==> src/hw/rtl/mrtl_ram.sv <==
module mrtl_ram #(
    parameter int WIDTH = 32,
    parameter int DEPTH = 64,
    parameter int AW    = (DEPTH > 1) ? $clog2(DEPTH) : 1
) (
    input  logic             i_clk,
    input  logic             i_we,
    input  logic [AW-1:0]    i_waddr,
    input  logic [WIDTH-1:0] i_wdata,
    input  logic             i_re,
    input  logic [AW-1:0]    i_raddr,
    output logic [WIDTH-1:0] o_rdata
);

    logic [WIDTH-1:0] r_mem [DEPTH];
    logic [WIDTH-1:0] r_rdata;

    // Write port
    always_ff @(posedge i_clk) begin
        if (i_we) begin
            r_mem[i_waddr] <= i_wdata;
        end
    end

    // Registered read port, holds its data between reads
    always_ff @(posedge i_clk) begin
        if (i_re) begin
            r_rdata <= r_mem[i_raddr];
        end
    end

    assign o_rdata = r_rdata;

endmodule

==> config.mk <==
export PLATFORM = sky130hd
export DESIGN_NAME = mrtl_ram
export DESIGN_NICKNAME = d
export VERILOG_FILES = /design/src/hw/rtl/mrtl_ram.sv
export SDC_FILE = /design/constraint.sdc
export NUM_CORES = 2
export LEC_CHECK = 0
export ABC_AREA = 0
export BUFFER_PORTS_ARGS = -buffer_cell sky130_fd_sc_hd__buf_2
export CORE_MARGIN = 10
export CORE_UTILIZATION = 40
export DETAILED_ROUTE_END_ITERATION = 16
export HOLD_SLACK_MARGIN = 0.05
export PLACE_DENSITY = 0.59
export SLEW_MARGIN = 20
export SYNTH_ARGS = -nofsm -noshare
export SYNTH_HDL_FRONTEND = slang
export SYNTH_SLANG_ARGS = --single-unit
==> constraint.sdc <==
create_clock -name i_clk -period 3.4 [get_ports i_clk]
set_input_delay 0.17 -clock i_clk [delete_from_list [all_inputs] [get_ports i_clk]]
set_output_delay 0.17 -clock i_clk [all_outputs]
set_load 0.02 [all_outputs]
### Word-level counts from Yosys, hierarchy flattened

Memory sizes are Yosys's and may differ from the RTL's. A register that Yosys moved wholly into a read port is not among the register bits.
Index checks and enable logic that the tools add are counted.

* flip-flop bits (word level): 0
* bits in writable memories: 2048
* output and inout bits: 32
* memories: 1

Memory list
* r_mem: depth 64, width 32, rd ports 1, clocked after Yosys merged registers in 1, write ports 1, RTL line 15 `logic [WIDTH-1:0] r_mem [DEPTH];`

* multiplexer cells: 2

Operator list (number)
* 1-bit 2-to-1 mux: 2

### Depth between registers and ports, before layout

* word-level depth: 2
* gate-level depth with buffers: 10
* gate-level depth less buffers: 5

### Least setup slack after synthesis

No wires, ideal clock.

* path type: in2reg
* start point: input i_waddr[3]
* end point: memory r_mem[48][0] (enable)
* cell stages on the path: 4
* path slack: 0.070 ns
* arrival: 2.869 ns
* path through: clkbuf_1 nor2b_1 nand4b_1 nor3_1

RTL lines
* start, declared: RTL line 8 `input logic [AW-1:0] i_waddr,`
* end, declared: RTL line 15

Straight into the memory's write port.

==> flow_results.org <==
** Placement
- Dpl hpwl :: 118000 µm
- Routability congestion estimate from global placement :: 0.771
- Port Buffers :: 78
- Place WS :: 0.244 ns

** Power
- Power spread over the standard cell area amounts to 582 nW/µm².
- Internal power :: 41.8 mW
- Sw Share :: 21.5%
- Sequential cells account for 53.7% of the total power.
- Comb pwr share :: 5.2%
- The analysis attributes to net switching a power of 11.4 mW.
- Clock Power Share :: 41.1%
- Static leakage :: 28.3 nW
- Largest voltage drop on the vdd net :: 0.518 mV

** CTS
- In this run the deepest clock path goes through 3 buffers.
- Clock insertion delay at the later pin of the skew report :: 0.85 ns
- Post-CTS setup buffer count :: 0
- Number of buffers created by CTS :: 206
- The clock tree synthesis step divided the H-tree into 4 levels.
- Post-CTS clock slew at the launch and capture registers of the worst setup and hold paths :: 0.06 ns
- Hold buffer count at cts :: 23
- TritonCTS built the clock tree.
- Number of sinks driven by the clock tree :: 2080
- Number of gates resized after CTS :: 0
- The tree is rooted in a sky130_fd_sc_hd__clkbuf_16.

** Logic synthesis
- Counting every net in the synthesized netlist gives 3371.
- Number of enable-type register cells in the synthesized netlist :: 2080
- Synthesis produced a netlist whose cell count is 3324.
- Post-synth cell types :: 33
- A synthesized cell averages 23.7 µm².
- Among all flip-flop cells after synthesis, the most frequent one is sky130_fd_sc_hd__edfxtp_1.
- Post-synthesis sequential area ratio :: 79.2%
- The synthesized design spends more area on one cell type than any other, namely sky130_fd_sc_hd__edfxtp_1.
- For this run, asynchronously set or reset flops after synthesis account for 0%.
- Cell area after technology mapping :: 78800 µm²
- Portion of synthesized cell area occupied by the leading cell type :: 79.2%
- For this run, the number of Yosys warnings is 0.
- Number of register bits inferred by synthesis :: 2080
- By area the synthesized netlist is led by sky130_fd_sc_hd__edfxtp_1 (79%), sky130_fd_sc_hd__mux4_2 (16%), sky130_fd_sc_hd__mux2i_1 (1.2%).
- In the synthesized netlist, the cells that appear most often are sky130_fd_sc_hd__edfxtp_1 (2080), sky130_fd_sc_hd__mux4_2 (544), sky130_fd_sc_hd__nor2_1 (137).
- Most instantiated library cell after synthesis :: sky130_fd_sc_hd__edfxtp_1

** Drt
- Post-route DRC :: 0
- Number of nets with antenna violations after detailed routing :: 0
- Dividing the detail-routed wire length by the instance count gives 32.2 µm.
- Number of search-and-repair iterations in the first detailed-routing pass :: 5
- Using the TritonRoute via totals, the vias-per-cell ratio works out to 5.76.
- Wirelength, routed :: 209000 µm
- Initial drt markers :: 4196
- Vias after detailed routing :: 37300

** Worst setup path
- In this run the worst setup path begins at r_mem[46][1].
- Highest fanout seen on the critical path :: 1
- Critical path start-end classification :: register to register
- The worst register-to-register path begins at r_mem[46][1].
- Data on the critical path is required at its endpoint by 3.96 ns.
- The worst setup path is launched from a register.
- Worst reg2reg setup slack :: 0.97 ns
- Worst EP arrival :: 2.99 ns
- STA classifies the critical path endpoint as a register.

** Global routing
- The number of antenna violations at the first check in global routing is 12.
- Number of global-route vias before repair :: 37500
- The first global-routing pass estimated 294000 µm of wire.
- Entering global routing, the biggest net connects 65 pins.
- For this run the aggregate overflow at the end of global routing stands at 0.
- Total GRT Usage :: 19.1%
- Met1 Track Usage GR :: 26.3%
- The layer flagged by global routing as most heavily used is met2.
- Global routing met2 resource utilization :: 31.6%
- Met3 usage :: 3.06%

** Floorplanning
- Cell row count :: 162
- Vert. Die Dim :: 464 µm
- The floorplan step set the die width to 464 µm.
- For this configuration, the core starts out at a cell density of 40.3%.
- Die area :: 215000 µm²
- Pin placement for this block handled 79 I/O pins.
- Floorplan core area :: 195000 µm²

** Timing
- Final clock period utilization by the worst path :: 71.6%
- Worst slew slack as a fraction of its limit :: 27.7%
- The number of hold-slack violations in the final timing report was 0.
- Aggregate negative setup slack :: 0 ns
- Subtracting the final worst setup slack from the clock period gives 2.43 ns.
- Setup repair after global routing left no endpoint under its margin.
- Worst clock skew on the final layout :: 0.0317 ns
- The number of pins with negative max-slew slack in the final report came to 0.
- Worst setup margin :: 0.965 ns
- Max Fclk :: 411 MHz
- Setup violations remaining at the end of the flow were counted as 0.
- For the pin with the worst max-slew slack, the measured transition is 1.08 ns.

** Cells and area
- The post-route netlist has 30.7% of its cells at a drive strength greater than 1.
- For this run, the post-layout net count is 3724.
- Synth-to-layout area growth :: 16.0%

** Outcome
- Result of the run :: complete, no violations

** Run
- Max-cap violation count :: 0

** Min path
- The tightest min-delay check is of the input port to register type.
- Worst hold path startpoint :: i_wdata[3]
final timing paths:
check            endpoint  cells after the start
max            o_rdata[1]                      5
min          r_mem[33][3]                      1
max reg2reg    o_rdata[1]                      5
min reg2reg    o_rdata[4]                      4
worst max-delay path: stages, from the launching register on:
cell                       delay (ns)
sky130_fd_sc_hd__edfxtp_1        0.35
sky130_fd_sc_hd__mux4_2          0.47
sky130_fd_sc_hd__mux2i_1         0.22
sky130_fd_sc_hd__a21oi_1         0.27
sky130_fd_sc_hd__a21oi_1         0.74
sky130_fd_sc_hd__nor2_1          0.10
area by class of cell:
cell class | count | area [µm²]
tap | 2624 | 3280
timing repair buffer | 327 | 3240
sequential | 2080 | 62500
clock buffer | 254 | 5360
clock inverter | 120 | 1120
antenna | 9 | 22.5
multi-input combinational | 1062 | 16000
fill | 16000 | 104000
through the flow:
step                      cell area, µm²  power [mW]  hold WS, ns  util [%]  std cells
final                              91400        53.2        0.120      46.8       6476
after global routing               91400        54.8        0.129      46.8       6470
after CTS                          91200        53.6       0.0570      46.7       6453
after detailed placement           84500        31.9        0.643      43.3       6056
after global placement             84500        31.8        0.648      43.3       6056
after floorplan                    78800        30.5        0.269         -       3324
registers in the layout, indices dropped and copies added, names as in the netlist:
name     count
o_rdata     32
r_mem     2048
power by group through the flow:
stage	sequential, mW	combinational [mW]	clock, mW
6_report	28.6	2.77	21.9
5_1_grt	28.5	2.94	23.3
4_1_cts	28.6	2.80	22.2
3_5_place_dp	29.1	2.77	0
3_3_place_gp	29.1	2.74	0
2_1_floorplan	29.1	1.38	0
routing by layer:
| layer | share of wire (%) | vias up | wire, µm |
|---|---|---|---|
| met1 | 41 | 20600 | 85400 |
| met4 | 2.5 | 0 | 5220 |
| met5 | 0 | - | 0 |
| met2 | 50 | 1448 | 104000 |
| li1 | - | 15000 | - |
| met3 | 6.8 | 272 | 14100 |
cell families after synthesis:
family,share of synthesized area (%)
DFF,79.2
muxes,16.7
and+or+nand+nor,1.26
AOI/OAI and AO/OA,1.67
buffers and inverters,1.12
placed cells by master (no fill, tap or decap), types with 62 or more instances in the layout:
| cell type | synthesis | final |
|---|---|---|
| sky130_fd_sc_hd__buf_12 | 0 | 65 |
| sky130_fd_sc_hd__clkbuf_16 | 0 | 207 |
| sky130_fd_sc_hd__o22ai_1 | 84 | 84 |
| sky130_fd_sc_hd__nor2_4 | 0 | 62 |
| sky130_fd_sc_hd__nor2_1 | 137 | 75 |
| sky130_fd_sc_hd__a21oi_1 | 62 | 62 |
| sky130_fd_sc_hd__mux4_2 | 544 | 544 |
| sky130_fd_sc_hd__mux2i_1 | 93 | 93 |
| sky130_fd_sc_hd__buf_4 | 25 | 162 |
| sky130_fd_sc_hd__edfxtp_1 | 2080 | 2080 |
Power figures use the tool's default switching activity.
